--- config.mk ---
export PLATFORM = sky130hd
export DESIGN_NAME = sysex_header_match_7to8_unpacker_unit
export DESIGN_NICKNAME = d
export VERILOG_FILES = /design/src/design/shmu_pkg.sv /design/src/design/sysex_header_match_7to8_unpacker_unit.sv
export VERILOG_INCLUDE_DIRS = /design/src /design/src/design
export SDC_FILE = /design/constraint.sdc
export NUM_CORES = 1
export LEC_CHECK = 0
export ABC_AREA = 1
export BUFFER_PORTS_ARGS = -buffer_cell sky130_fd_sc_hd__clkbuf_2
export CAP_MARGIN = 10
export CORE_ASPECT_RATIO = 1.5
export CORE_MARGIN = 4
export CORE_UTILIZATION = 62
export DETAILED_ROUTE_END_ITERATION = 12
export GPL_ROUTABILITY_DRIVEN = 0
export PLACE_DENSITY_LB_ADDON = 0.08
export SLEW_MARGIN = 20
export SYNTH_ARGS = -nofsm -noshare
export SYNTH_HDL_FRONTEND = slang
export SYNTH_SLANG_ARGS = --single-unit
--- constraint.sdc ---
create_clock -name clk -period 4.7 [get_ports clk]
set_input_delay 0.705 -clock clk [delete_from_list [all_inputs] [get_ports clk]]
set_output_delay 0.705 -clock clk [all_outputs]
set_load 0.01 [all_outputs]
--- src/design/sysex_header_match_7to8_unpacker_unit_macros.svh ---
// Assertion macros shared by the SysEx header matcher and unpacker.
`ifndef SYSEX_HEADER_MATCH_7TO8_UNPACKER_UNIT_MACROS_SVH
`define SYSEX_HEADER_MATCH_7TO8_UNPACKER_UNIT_MACROS_SVH

`ifndef NO_ASSERTIONS

// The consequent must hold in the same cycle as the antecedent.
`define SHMU_ASSERT_IMPLIES(label, clk, rst_n, ante, cons, msg) \
	label: assert property (@(posedge clk) disable iff (!rst_n) (ante) |-> (cons)) \
		else $error(msg);

// The consequent must hold in the cycle after the antecedent.
`define SHMU_ASSERT_NEXT(label, clk, rst_n, ante, cons, msg) \
	label: assert property (@(posedge clk) disable iff (!rst_n) (ante) |=> (cons)) \
		else $error(msg);

`else

`define SHMU_ASSERT_IMPLIES(label, clk, rst_n, ante, cons, msg)
`define SHMU_ASSERT_NEXT(label, clk, rst_n, ante, cons, msg)

`endif

`endif

--- src/design/shmu_pkg.sv ---
// Types and constants of the SysEx header matcher and 7-to-8 bit unpacker.
`default_nettype none

package shmu_pkg;

	// Longest header that can be matched and the byte buffer size.
	localparam int MAX_HEADER = 8;
	localparam int MAX_BYTES  = 128;

	// Bytes at or above this value are status bytes.
	localparam logic [7:0] STATUS_MIN = 8'h80;

	// Register indexes of the configuration port.
	localparam logic [1:0] REG_HEADER_LENGTH = 2'd0;
	localparam logic [1:0] REG_HEADER_BYTES  = 2'd1;
	localparam logic [1:0] REG_FOOTER_BYTE   = 2'd2;

	// Register reset values.
	localparam logic [3:0]  HEADER_LENGTH_RESET = 4'd1;
	localparam logic [63:0] HEADER_BYTES_RESET  = 64'h0000_0000_0000_00F0;
	localparam logic [7:0]  FOOTER_BYTE_RESET   = 8'hF7;

	typedef enum logic [1:0] {
		KIND_START = 2'd0,
		KIND_DATA  = 2'd1,
		KIND_END   = 2'd2
	} event_kind_t;

endpackage

`default_nettype wire

--- src/design/sysex_header_match_7to8_unpacker_unit.sv ---
// Top level of the SysEx header matcher and 7-to-8 bit unpacker.
`default_nettype none

// This block takes one MIDI byte per request and produces at most one event
// per byte. While idle it matches incoming bytes against a configured header
// of one to eight bytes; a mismatching byte drops the match back to the start
// and is not compared again with the first header byte. When the header is
// complete, a start event is sent. Inside a message, every data byte below
// 0x80 contributes its seven low bits, bit 6 first, to an 8-bit accumulator,
// and each completed byte is sent as a data event with its index. Status
// bytes other than the footer are ignored. The footer sends an end event with
// the number of bytes kept and an overflow flag, drops any leftover bits and
// returns to idle. Bytes past the 128-byte buffer are dropped and flagged.
// Each byte passes through the input register, where all decoding is
// done, and then through the result register, and one byte is accepted
// every cycle as long as events are taken. The
// result register is the only buffer on the output side: when it is full and
// not being taken, a byte that would produce an event waits in the input
// register, while bytes that produce no event still pass through.
// Configuration registers take effect at once and should be written only
// while no request is in flight.

`include "sysex_header_match_7to8_unpacker_unit_macros.svh"

module sysex_header_match_7to8_unpacker_unit (
	input  wire logic                        clk,
	input  wire logic                        arst_n,

	// Configuration write port
	input  wire logic                        cfg_we,
	input  wire logic [1:0]                  cfg_index,
	input  wire logic [63:0]                 cfg_data,

	// Incoming MIDI bytes
	input  wire logic                        midi_valid,
	output logic                             midi_ready,
	input  wire logic [7:0]                  midi_byte,

	// Outgoing events
	output logic                             event_valid,
	input  wire logic                        event_ready,
	output logic [1:0]                       event_kind,
	output logic [7:0]                       data_byte,
	output logic [7:0]                       byte_count,
	output logic                             overflow
);
	import shmu_pkg::*;

	// Configuration registers.
	logic [3:0]  header_length_q;
	logic [63:0] header_bytes_q;
	logic [7:0]  footer_byte_q;

	// Message state.
	logic        in_msg_q;
	logic [3:0]  match_cnt_q;
	logic [6:0]  acc_q;
	logic [2:0]  bit_cnt_q;
	logic [7:0]  bytes_q;
	logic        ovf_q;

	// Input register.
	logic        valid_s1;
	logic [7:0]  byte_s1;

	// Result register.
	logic        out_valid_q;
	event_kind_t out_kind_q;
	logic [7:0]  out_data_q;
	logic [7:0]  out_count_q;
	logic        out_ovf_q;

	// Decode results of the byte in the input register.
	logic        res_valid;
	event_kind_t res_kind;
	logic [7:0]  res_data;
	logic [7:0]  res_count;
	logic        res_ovf;

	logic        nxt_in_msg;
	logic [3:0]  nxt_match_cnt;
	logic [6:0]  nxt_acc;
	logic [2:0]  nxt_bit_cnt;
	logic [7:0]  nxt_bytes;
	logic        nxt_ovf;

	logic [3:0]  eff_len;
	logic [3:0]  match_inc;
	logic [7:0]  expect_byte;
	logic [2:0]  take_bits;
	logic [2:0]  rest_bits;
	logic [7:0]  full_byte;

	logic        out_free;
	logic        advance;
	logic        in_accept;

	// The result register can take a new event when it is empty or being
	// emptied in this cycle. A byte leaves the input register when it either
	// makes no event or its event has room.
	assign out_free   = !out_valid_q || event_ready;
	assign advance    = valid_s1 && (out_free || !res_valid);
	assign midi_ready = !valid_s1 || advance;
	assign in_accept  = midi_valid && midi_ready;

	// A header length of zero acts as one, and values past the longest
	// header act as the longest header.
	always_comb begin
		if (header_length_q == 4'd0) begin
			eff_len = 4'd1;
		end else if (header_length_q > 4'(MAX_HEADER)) begin
			eff_len = 4'(MAX_HEADER);
		end else begin
			eff_len = header_length_q;
		end
	end

	assign match_inc   = match_cnt_q + 4'd1;
	assign expect_byte = header_bytes_q[{match_cnt_q[2:0], 3'b000} +: 8];

	// The accumulator holds bit_cnt_q bits; the new byte supplies the rest
	// of the output byte from its top, and its low bits stay behind.
	assign take_bits = 3'(4'd8 - {1'b0, bit_cnt_q});
	assign rest_bits = bit_cnt_q - 3'd1;
	assign full_byte = 8'({1'b0, acc_q} << take_bits) | 8'(byte_s1 >> rest_bits);

	always_comb begin
		res_valid     = 1'b0;
		res_kind      = KIND_START;
		res_data      = 8'd0;
		res_count     = 8'd0;
		res_ovf       = 1'b0;
		nxt_in_msg    = in_msg_q;
		nxt_match_cnt = match_cnt_q;
		nxt_acc       = acc_q;
		nxt_bit_cnt   = bit_cnt_q;
		nxt_bytes     = bytes_q;
		nxt_ovf       = ovf_q;

		if (!in_msg_q) begin
			// Header matching. A mismatch restarts the match without
			// comparing this byte with the first header byte again.
			if (byte_s1 != expect_byte) begin
				nxt_match_cnt = 4'd0;
			end else if (match_inc >= eff_len) begin
				nxt_in_msg    = 1'b1;
				nxt_match_cnt = 4'd0;
				nxt_acc       = 7'd0;
				nxt_bit_cnt   = 3'd0;
				nxt_bytes     = 8'd0;
				nxt_ovf       = 1'b0;
				res_valid     = 1'b1;
				res_kind      = KIND_START;
			end else begin
				nxt_match_cnt = match_inc;
			end
		end else if (byte_s1 >= STATUS_MIN) begin
			// Only the footer ends the message; other status bytes are ignored.
			if (byte_s1 == footer_byte_q) begin
				nxt_in_msg    = 1'b0;
				nxt_match_cnt = 4'd0;
				nxt_acc       = 7'd0;
				nxt_bit_cnt   = 3'd0;
				res_valid     = 1'b1;
				res_kind      = KIND_END;
				res_count     = bytes_q;
				res_ovf       = ovf_q;
			end
		end else if (bit_cnt_q == 3'd0) begin
			// First seven bits of a new output byte.
			nxt_acc     = byte_s1[6:0];
			nxt_bit_cnt = 3'd7;
		end else begin
			nxt_acc     = byte_s1[6:0] & ~(7'h7F << rest_bits);
			nxt_bit_cnt = rest_bits;
			if (bytes_q >= 8'(MAX_BYTES)) begin
				// Buffer full: the completed byte is dropped.
				nxt_bytes = 8'(MAX_BYTES);
				nxt_ovf   = 1'b1;
			end else begin
				res_valid = 1'b1;
				res_kind  = KIND_DATA;
				res_data  = full_byte;
				res_count = bytes_q;
				nxt_bytes = bytes_q + 8'd1;
			end
		end
	end

	// Configuration registers.
	always_ff @(posedge clk or negedge arst_n) begin
		if (!arst_n) begin
			header_length_q <= HEADER_LENGTH_RESET;
			header_bytes_q  <= HEADER_BYTES_RESET;
			footer_byte_q   <= FOOTER_BYTE_RESET;
		end else if (cfg_we) begin
			unique case (cfg_index)
				REG_HEADER_LENGTH: header_length_q <= cfg_data[3:0];
				REG_HEADER_BYTES:  header_bytes_q  <= cfg_data;
				REG_FOOTER_BYTE:   footer_byte_q   <= cfg_data[7:0];
				default: ;
			endcase
		end
	end

	// Input register.
	always_ff @(posedge clk or negedge arst_n) begin
		if (!arst_n) begin
			valid_s1 <= 1'b0;
		end else if (in_accept) begin
			valid_s1 <= 1'b1;
		end else if (advance) begin
			valid_s1 <= 1'b0;
		end
	end

	always_ff @(posedge clk) begin
		if (in_accept) begin
			byte_s1 <= midi_byte;
		end
	end

	// Message state advances when the byte leaves the input register.
	always_ff @(posedge clk or negedge arst_n) begin
		if (!arst_n) begin
			in_msg_q    <= 1'b0;
			match_cnt_q <= 4'd0;
			acc_q       <= 7'd0;
			bit_cnt_q   <= 3'd0;
			bytes_q     <= 8'd0;
			ovf_q       <= 1'b0;
		end else if (advance) begin
			in_msg_q    <= nxt_in_msg;
			match_cnt_q <= nxt_match_cnt;
			acc_q       <= nxt_acc;
			bit_cnt_q   <= nxt_bit_cnt;
			bytes_q     <= nxt_bytes;
			ovf_q       <= nxt_ovf;
		end
	end

	// Result register.
	always_ff @(posedge clk or negedge arst_n) begin
		if (!arst_n) begin
			out_valid_q <= 1'b0;
		end else if (advance && res_valid) begin
			out_valid_q <= 1'b1;
		end else if (event_ready) begin
			out_valid_q <= 1'b0;
		end
	end

	always_ff @(posedge clk) begin
		if (advance && res_valid) begin
			out_kind_q  <= res_kind;
			out_data_q  <= res_data;
			out_count_q <= res_count;
			out_ovf_q   <= res_ovf;
		end
	end

	assign event_valid = out_valid_q;
	assign event_kind  = out_kind_q;
	assign data_byte   = out_data_q;
	assign byte_count  = out_count_q;
	assign overflow    = out_ovf_q;

	// A start event always enters a message.
	`SHMU_ASSERT_NEXT(a_start_enters_msg, clk, arst_n,
		advance && res_valid && res_kind == KIND_START, in_msg_q,
		"start event did not enter a message")

	// The byte count never passes the buffer size.
	`SHMU_ASSERT_IMPLIES(a_bytes_bounded, clk, arst_n,
		1'b1, bytes_q <= 8'(MAX_BYTES),
		"byte count passed the buffer size")

	// Only data events carry a decoded byte, and only end events an overflow.
	`SHMU_ASSERT_IMPLIES(a_payload_zeroed, clk, arst_n,
		out_valid_q && out_kind_q != KIND_DATA,
		out_data_q == 8'd0 && (out_ovf_q == 1'b0 || out_kind_q == KIND_END),
		"event carries payload that does not belong to its kind")

	// The header match counter is idle while inside a message.
	`SHMU_ASSERT_IMPLIES(a_match_idle_in_msg, clk, arst_n,
		in_msg_q, match_cnt_q == 4'd0,
		"header match count nonzero inside a message")

endmodule

`default_nettype wire

==> impl_results.md, run 1 <==
* Leading post-synthesis cells by cell area: dfrtp_1 (33%), edfxtp_1 (12%), nand2_1 (11%)
* Post-CTS setup buffer count at 0
* Clk sinks at approximately 130
* Iter 0 DRT Violations at about 380
* Relative slew margins at 49.7%
* Pleak at around 4.0 nW
* Skew final at around 0.0086 ns
* Total track usage at between 20% and 30%
* Core area at 0.0106 mm^2
* Syn nets at between 900 and 1000
* N_diodes at 0
* Placed Cells at 1036
* Element type at the critical path end: output pin
* Vias at a little under 6000
* Max rail drop VDD at approximately 0.33 mV
* Post-synth top cells: nand2_1 (204), inv_1 (96), dfrtp_1 (90)
* Final count of pins violating max slew at 0
* Crit path time final at about 3.7 ns
* Crit path largest cell delay at 0.78 ns
* Initial Util at between 60 and 70%
* Slowest cell on the critical path: dfrtp_1
* Worst setup path startpoint: match_cnt_q[1]
* Post-CTS sizing at 0
* Vias in the first global route at just under 6000
* Clk Latency, worst-skew pair at 0.42 ns
* Worst Path Buf+Inv at 3
* F_max at between 0.2 and 0.3 GHz
* Tcrit/Tclk final at 79.7%
* HP Class: input pin to asynchronous set/reset pin
* Number of fill cells in the layout at 782
* Synth Flop Type: dfrtp_1
* Clock root buffer master: clkbuf_16
* WL final at between 15 and 20 mm
* First-pass GRT wire length at about 27 mm
* Layout Utilization at approximately 75%
* Routed wire per std cell at 15.2 um
* Height of the die at between 100 and 150 um
* Largest net degree at the start of global routing at 109
* Grt total ovfl at 0
* Post-route ant nets at 0
* Status: finished clean
* Worst path top cell family by delay: flip-flops
* Top-level I/O count at 100
* CTS tree: yes
* Total CTS buffers at 17
* Placed wire-length estimate at about 12 mm
* Critical Path AT at just over 3 ns
* Initial antenna violation count at 0
* Post-synth ARST share at 79.1%
* Max-Cap Viols at 0
* Unique masters post-synth at 45
* Type of origin of the critical path: flip-flop
* Post-Synthesis Cells at between 800 and 900
* Via density per instance at about 5.5
* H-tree depth at 4
* Fraction of layout cells with a size suffix above 1 at ~20%
* Synthesis Warnings at 0
* Area grow syn2layout at 16.5%
* Crit Path Category: flip-flop to output pin
* WP data required at about 4 ns
* Syn Std Cell Area at between 0.006 and 0.007 mm^2
* Number of flops mapped to enable cells by yosys at 27
* Clock buffer depth at 2
* Yosys reg bits at approximately 130
* Most frequent cell on the critical path: nand3_1
* Cell with the most instances after synthesis: nand2_1
* TNS Setup at 0 ns
* Crit Path Max Fanout at 19
* Final net count at roughly 1000
* Synth top area share at 33.0%
* # setup viols final at 0
* Cell Chain, Critical Path: ha_1 -> ha_1 -> inv_1 -> o21bai_1 -> nand3_1 -> nand3_1 -> nand2_1 -> inv_1 -> nand3_2 -> nand2_2 -> nand3_1 -> clkbuf_2
* Row count at 46
* Die W at roughly 94 um
* Mean Syn Cell Area at 8.27 um^2
* RSZ-0062 raised after global routing: no
* DR pass1 iterations at 5
* Clock slew at reported path FFs at around 0.060 ns
* Hold_buf cts at 0
* Pwr/cell area at 597 mW/mm^2
* Post-synthesis sequential area ratio at between 40% and 50%
* Origin of the critical flop-to-flop path: bit_cnt_q[0]
* DR DRC count at 0
* Worst-margin pin slew at between 0.7 and 0.8 ns
* Full die area at 0.0128 mm^2
* Cell taking the most area after synthesis: dfrtp_1
* Final Non-Filler Cells at 1069
* Final hold viol count at 0
* Buffers on Ports at a little under 100
-- placed cells by master, fill, tap and decap left out, types with 4 or more instances in the layout --
cell type / instances
dfrtp_1: 90
nand2_1: 204
buf_4: 4
nand4_1: 6
o211ai_1: 6
o21ai_1: 4
nor3_1: 6
edfxtp_1: 27
nand3_1: 83
or2_2: 4
clkbuf_2: 98
inv_1: 96
clkinv_1: 4
ha_1: 11
clkbuf_16: 17
a21oi_1: 44
nand2_2: 5
clkinv_2: 5
mux2_2: 20
dfstp_2: 12
nor2_1: 78
xor2_1: 13
o21ai_0: 39
-- report_power, final --
part	leakage, nW	switching, mW	total, mW	internal, mW
Sequential	1.44	0.217	1.63	1.41
Combinational	2.25	1.17	1.80	0.635
Clock	0.294	0.487	1.32	0.831
-- metrics by stage --
| step | instance area, um^2 | hold slack (ns) | setup WS (ns) | power, mW |
|---|---|---|---|---|
| floorplan | 6820 | 0.409 | 1.68 | 3.02 |
| global placement | 7330 | 0.461 | 1.48 | 3.31 |
| detailed placement | 7330 | 0.471 | 1.35 | 3.39 |
| CTS | 7920 | 0.371 | 0.977 | 4.73 |
| global route | 7950 | 0.402 | 0.777 | 5.08 |
| finish | 7950 | 0.334 | 0.952 | 4.75 |
-- flip-flops by register name, indices dropped and copies added, names as in the netlist, 2 cells and up --
name             count
match_cnt_q          4
header_bytes_q      64
byte_count           8
data_byte            8
bytes_q              8
acc_q                7
header_length_q      4
event_kind           2
bit_cnt_q            3
byte_s1              8
footer_byte_q        8
-- worst paths after layout --
kind | slack (ns) | end | cells after the start
max | 0.95 | midi_ready | 12
min | 0.33 | bytes_q[4] | 1
max reg2reg | 1.32 | data_byte[6] | 11
min reg2reg | 0.48 | bit_cnt_q[1] | 2
max in group asynchronous | 3.30 | header_bytes_q[23] | 2
min in group clk | 0.46 | byte_s1[6] | 1
-- routing by layer --
metal / GRT usage, % / wire (um)
met2: 48.2 / 8530
met3: 5.83 / 797
met5: 0 / 0
met1: 29.6 / 6200
met4: 15.3 / 754
-- cells by family after synthesis --
kind of cell             synth area share, %
buffers and inverters                   8.82
AND/OR/NAND/NOR                         25.2
adder cells (fa/ha/maj)                 2.02
multiplexers                            3.74
XOR/XNOR                                1.80
AO/OA/AOI/OAI                           8.87
flip-flops                              49.5
-- cell type report --
cell class | count | area (um^2) | share of cell area, %
clock buffer | 18 | 429 | 5.40
clock inverter | 14 | 164 | 2.06
timing repair buffer | 103 | 548 | 6.89
inverter | 104 | 393 | 4.94
multi-input combinational | 557 | 2860 | 35.9
sequential | 129 | 3380 | 42.5
tap | 144 | 180 | 2.27
(Power assumes the default switching activity.)
==> run 2: changes to the inputs <==
--- a/config.mk
+++ b/config.mk
@@ -11,7 +11,7 @@
 export CAP_MARGIN = 10
 export CORE_ASPECT_RATIO = 1.5
 export CORE_MARGIN = 4
-export CORE_UTILIZATION = 62
+export CORE_UTILIZATION = 52
 export DETAILED_ROUTE_END_ITERATION = 12
 export GPL_ROUTABILITY_DRIVEN = 0
 export PLACE_DENSITY_LB_ADDON = 0.08
==> constraint.sdc (replaced) <==
create_clock -name clk -period 3.1 [get_ports clk]
set_input_delay 0.465 -clock clk [delete_from_list [all_inputs] [get_ports clk]]
set_output_delay 0.465 -clock clk [all_outputs]
set_load 0.01 [all_outputs]
==> impl_results.md, run 2 (same netlist as run 1, synthesis figures left out) <==
* Status: finished clean (unchanged)
* Via density per instance at 5.34 (was 5.49)
* Relative slew margins at 47.1% (was 49.7%)
* Element type at the critical path end: output pin (unchanged)
* Clock slew at reported path FFs at 0.06 ns (about the same)
* Post-route ant nets at 0 (unchanged)
* WL final at 16.5 mm (was 16.3 mm)
* Pleak at 4.09 nW (was 3.98 nW)
* Largest Register: header_bytes_q (unchanged)
* Final Cell Area at 0.00818 mm^2 (was 0.00795 mm^2)
* Clock root buffer master: clkbuf_16 (unchanged)
* Final count of pins violating max slew at 0 (unchanged)
* Routed wire per std cell at 15.1 um (was 15.2 um)
* Commonest non-fill, non-tap cell in the layout: nand2_1 (unchanged)
* Vias at 5861 (was 5870)
* Placed Cells at 1063 (was 1036)
* Initial Util at 52.7% (was 64.1%)
* Type of origin of the critical path: flip-flop (unchanged)
* DP Area at 0.00747 mm^2 (was 0.00733 mm^2)
* Iter 0 DRT Violations at 302 (was 377)
* Crit Path Category: flip-flop to output pin (unchanged)
* Clk Latency, worst-skew pair at 0.41 ns (was 0.42 ns)
* Largest net degree at the start of global routing at 72 (was 109)
* N_diodes at 0 (unchanged)
* HP Class: input pin to asynchronous set/reset pin (unchanged)
* Crit path time final at about 2.9 ns
* Final net count at 1015 (was 1002)
* Max-Cap Viols at 0 (unchanged)
* Final Non-Filler Cells at 1097 (was 1069)
* Clock buffer depth at 2 (unchanged)
* Fraction of layout cells with a size suffix above 1 at 22.2% (was 20.3%)
* Critical Path AT at 2.47 ns (was 3.04 ns)
* Vias in the first global route at 5867 (was 5919)
* Final hold viol count at 0 (unchanged)
* Clk sinks at 129 (unchanged)
* Crit Path Max Fanout at 4 (was 19)
* Full die area at 0.0151 mm^2 (was 0.0128 mm^2)
* Initial antenna violation count at 0 (unchanged)
* Area grow syn2layout at 19.9% (was 16.5%)
* Top-level I/O count at 100 (unchanged)
* Pwr Total at 7.51 mW (was 4.75 mW)
* F_max at 0.341 GHz
* Buffers on Ports at 99 (unchanged)
* WP data required at 2.63 ns (was 3.99 ns)
* Grt total ovfl at 0 (unchanged)
* DR pass1 iterations at 4 (was 5)
* Placed wire-length estimate at 12.3 mm (was 11.7 mm)
* Total CTS buffers at 17 (unchanged)
* Total track usage at 22.9% (was 27.1%)
* First-pass GRT wire length at 27.4 mm (was 27.1 mm)
* Pwr/cell area at 917 mW/mm^2 (was 597 mW/mm^2)
* H-tree depth at 4 (unchanged)
* # setup viols final at 0 (unchanged)
* Skew final at 0.00850 ns (was 0.00860 ns)
* Most frequent cells in the layout: nand2_1 (204), clkbuf_2 (98), inv_1 (96), dfrtp_1 (89), nand3_1 (81) (was nand2_1 (204), clkbuf_2 (98), inv_1 (96), dfrtp_1 (90), nand3_1 (83))
* Max FFs per register at 64 (unchanged)
* Tcrit/Tclk final at between 90% and 100%
* Max rail drop VDD at 0.437 mV (was 0.331 mV)
* Height of the die at 148 um (was 136 um)
* Hold slack at 0.0899 ns (was 0.334 ns)
* Worst-margin pin slew at 0.793 ns (was 0.755 ns)
* Core area at 0.0130 mm^2 (was 0.0106 mm^2)
* Die W at 102 um (was 93.7 um)
* DR DRC count at 0 (unchanged)
* Hold_buf cts at 0 (unchanged)
* CTS tree: yes (unchanged)
* Row count at 51 (was 46)
* TNS Setup at 0 ns (unchanged)
run 2: cell count changes in the layout (fill, tap and decap cells not counted), moves of 2 or more:
cell       change
nand3_2        +2
clkbuf_16      +3
nand3_1        -2
buf_12         +3
buf_4         +10
inv_6          +5
clkinv_4       -2
clkinv_2       -3
run 2: final timing paths:
kind | start | to | slack [ns] | cells after the start
worst min register to register | acc_q[6] | acc_q[6] | 0.48 | 2
worst max-delay path | match_cnt_q[0] | midi_ready | 0.16 | 12
worst max register to register | match_cnt_q[1] | data_byte[7] | 0.23 | 13
max in group asynchronous | arst_n | footer_byte_q[1] | 2.24 | 2
worst min-delay path | arst_n | bytes_q[3] | 0.09 | 1
min in group clk | midi_byte[5] | byte_s1[5] | 0.22 | 1
run 2: power breakdown:
group | internal [mW] | switching [mW]
registers | 2.14 | 0.231
logic | 1.09 | 1.92
clock network | 1.36 | 0.765
total | 4.59 | 2.91
run 2: area by class of cell:
type,count,area (um^2)
repair buffers,115,656
fillers,1144,4770
well taps,159,199
clock inverters,11,131
inverters,104,400
flip-flops and latches,129,3380
multi-input cells,558,2900
clock buffers,21,514
run 2: repair_timing:
item	4_1_cts	5_1_grt
setup endpoints to repair	1	31
pin swaps	0	2
resized for setup	1	10
cloned	0	1
buffers inserted	0	1
run 2: routing by layer:
| metal | up-vias | routed length [um] | track usage [%] |
|---|---|---|---|
| li1 | 2878 | - | - |
| met1 | 2739 | 6320 | 26.9 |
| met2 | 197 | 8710 | 39.5 |
| met3 | 47 | 803 | 4.32 |
| met4 | 0 | 688 | 11.2 |
| met5 | - | 0 | 0 |
run 2: per-stage QoR:
stage / utilization [%] / worst slack (ns)
after floorplan: - / 0.0770
after global placement: 57.7 / 0.164
after detailed placement: 57.7 / 0.0134
after CTS: 62.7 / 0.00624
after global routing: 63.2 / -0.00357
final: 63.2 / 0.164
run 2: critical path, cell delays in order (launching register included):
cell      delay (ns)
dfrtp_2         0.46
ha_4            0.19
xnor2_2         0.14
inv_1           0.07
ha_1            0.30
nand4_1         0.12
nand3_1         0.13
nand2_1         0.07
inv_1           0.09
nand3_2         0.12
nand2_4         0.13
nand3_2         0.09
clkbuf_2        0.15
==> run 3: changes to the inputs <==
--- a/config.mk
+++ b/config.mk
@@ -14,7 +14,7 @@
 export CORE_UTILIZATION = 52
 export DETAILED_ROUTE_END_ITERATION = 12
 export GPL_ROUTABILITY_DRIVEN = 0
-export PLACE_DENSITY_LB_ADDON = 0.08
+export PLACE_DENSITY = 0.8
 export SLEW_MARGIN = 20
 export SYNTH_ARGS = -nofsm -noshare
 export SYNTH_HDL_FRONTEND = slang
==> impl_results.md, run 3 (same netlist as run 1, synthesis figures left out) <==
* Status: finished clean (unchanged)
* Clk Latency, worst-skew pair at 0.42 ns (was 0.41 ns)
* Area grow syn2layout at 19.2% (was 19.9%)
* Critical Path AT at 2.48 ns (was 2.47 ns)
* Hold slack at 0.135 ns (was 0.0899 ns)
* Clock buffer depth at 2 (unchanged)
* Largest net degree at the start of global routing at 67 (was 72)
* HP Class: input pin to asynchronous set/reset pin (unchanged)
* Fraction of layout cells with a size suffix above 1 at 21.9% (was 22.2%)
* Tcrit/Tclk final at 94.9% (was 94.7%)
* Worst r2r path cells at 14 (was 13)
* Routed wire per std cell at 14.9 um (was 15.1 um)
* F_max at 0.340 GHz (was 0.341 GHz)
* DR DRC count at 0 (unchanged)
* Crit Path Category: flip-flop to output pin (unchanged)
* Vias in the first global route at 5731 (was 5867)
* Grt total ovfl at 0 (unchanged)
* Final Cell Area at 0.00813 mm^2 (was 0.00818 mm^2)
* Total track usage at 22.3% (was 22.9%)
* # setup viols final at 0 (unchanged)
* Pleak at 4.03 nW (was 4.09 nW)
* Worst R2R End: acc_q[4] (was data_byte[7])
* Crit Path Max Fanout at 12 (was 4)
* WP data required at 2.63 ns (about the same)
* Skew final at 0.00774 ns (was 0.00850 ns)
* DR pass1 iterations at 5 (was 4)
* Top-level I/O count at 100 (unchanged)
* DP Area at 0.00741 mm^2 (was 0.00747 mm^2)
* Via density per instance at 5.37 (was 5.34)
* Vias at 5874 (was 5861)
* Buffers on Ports at 99 (unchanged)
* Element type at the critical path end: output pin (unchanged)
* Initial antenna violation count at 0 (unchanged)
* Total CTS buffers at 17 (unchanged)
* Placed Cells at 1056 (was 1063)
* FF-to-FF setup slack at 0.45 ns (was 0.23 ns)
* N_diodes at 0 (unchanged)
* Iter 0 DRT Violations at 495 (was 302)
* First-pass GRT wire length at 26.6 mm (was 27.4 mm)
* Clock root buffer master: clkbuf_16 (unchanged)
* Row count at 51 (unchanged)
* Max-Cap Viols at 0 (unchanged)
* Height of the die at 148 um (unchanged)
* Clk sinks at 129 (unchanged)
* WL final at 16.3 mm (was 16.5 mm)
* Max FFs per register at 64 (unchanged)
* Post-route ant nets at 0 (unchanged)
* Core area at 0.0130 mm^2 (unchanged)
* Origin of the critical flop-to-flop path: match_cnt_q[0] (was match_cnt_q[1])
* Clock slew at reported path FFs at 0.06 ns (about the same)
* Full die area at 0.0151 mm^2 (unchanged)
* H-tree depth at 4 (unchanged)
* Final net count at 1011 (was 1015)
* CTS tree: yes (unchanged)
* Commonest non-fill, non-tap cell in the layout: nand2_1 (unchanged)
* Hold_buf cts at 0 (unchanged)
* Final hold viol count at 0 (unchanged)
* Max rail drop VDD at 0.461 mV (was 0.437 mV)
* Final Non-Filler Cells at 1093 (was 1097)
* Placed wire-length estimate at 11.6 mm (was 12.3 mm)
* Worst-margin pin slew at 0.861 ns (was 0.793 ns)
* Final count of pins violating max slew at 0 (unchanged)
* Relative slew margins at 42.6% (was 47.1%)
* Number of fill cells in the layout at 1112 (was 1144)
* Crit path time final at 2.94 ns (about the same)
* Initial Util at 52.7% (unchanged)
* Largest Register: header_bytes_q (unchanged)
* Die W at 102 um (unchanged)
* Pwr/cell area at 915 mW/mm^2 (was 917 mW/mm^2)
* Type of origin of the critical path: flip-flop (unchanged)
* Most frequent cells in the layout: nand2_1 (204), clkbuf_2 (97), inv_1 (95), dfrtp_1 (87), nand3_1 (81) (was nand2_1 (204), clkbuf_2 (98), inv_1 (96), dfrtp_1 (89), nand3_1 (81))
==> run 3: changes by cell type in the layout (fill, tap and decap cells not counted), sizes merged <==
cell / delta
buf: -3
a21oi: -1
clkbuf: -3
inv: -6
bufinv: +1
clkinvlp: +4
clkinv: +4
==> run 3: metal layers <==
metal | track usage (%) | wire, um
met2 | 38.9 | 8470
met1 | 26.3 | 6130
met5 | 0 | 0
met3 | 4.27 | 1130
met4 | 10.2 | 611
==> run 3: worst max-delay path by stage <==
stage	from	endpoint	slack [ns]
floorplan	bit_cnt_q[0]	byte_count[0]	0.08
global placement	match_cnt_q[2]	data_byte[0]	0.36
detailed placement	match_cnt_q[2]	acc_q[4]	0.26
CTS	match_cnt_q[1]	midi_ready	0.003
global route	match_cnt_q[0]	midi_ready	-0.01
finish	byte_s1[7]	midi_ready	0.16
==> run 3: report_power, final <==
group	internal (mW)	leakage, nW	switching (mW)
registers	2.14	1.44	0.232
logic	1.10	2.31	1.96
clock network	1.26	0.281	0.749
total	4.50	4.03	2.94
==> run 3: layout make-up <==
| cell class | count | area, um^2 | area share (%) |
|---|---|---|---|
| clock inverters | 14 | 165 | 2.03 |
| inverters | 104 | 409 | 5.03 |
| flip-flops and latches | 129 | 3380 | 41.6 |
| repair buffers | 112 | 638 | 7.84 |
| multi-input cells | 557 | 2910 | 35.8 |
| clock buffers | 18 | 429 | 5.28 |
| well taps | 159 | 199 | 2.45 |
==> run 3: through the flow <==
step / TNS, ns / power [mW] / util, % / setup slack (ns)
floorplan: 0 / 4.57 / - / 0.0770
global placement: 0 / 5.13 / 57.2 / 0.365
detailed placement: 0 / 5.21 / 57.2 / 0.256
CTS: 0 / 7.25 / 61.9 / 0.00328
global route: -0.0137 / 7.96 / 62.8 / -0.0137
finish: 0 / 7.44 / 62.8 / 0.159
==> run 3: repair_timing <==
item                                    in CTS  in global routing
pin swaps                                    0                  2
gates cloned                                 0                  1
setup buffers                                0                  4
gates resized for setup                      5                 15
endpoints found under the setup margin       1                  1
==> run 3: worst max-delay path, stage by stage, from the launching register on <==
cell      delay (ns)
edfxtp_1        0.58
xor2_1          0.23
nor4_1          0.39
nand2_1         0.15
nor2_2          0.24
nor2_4          0.10
nand2_4         0.11
nand3_2         0.08
buf_2           0.16
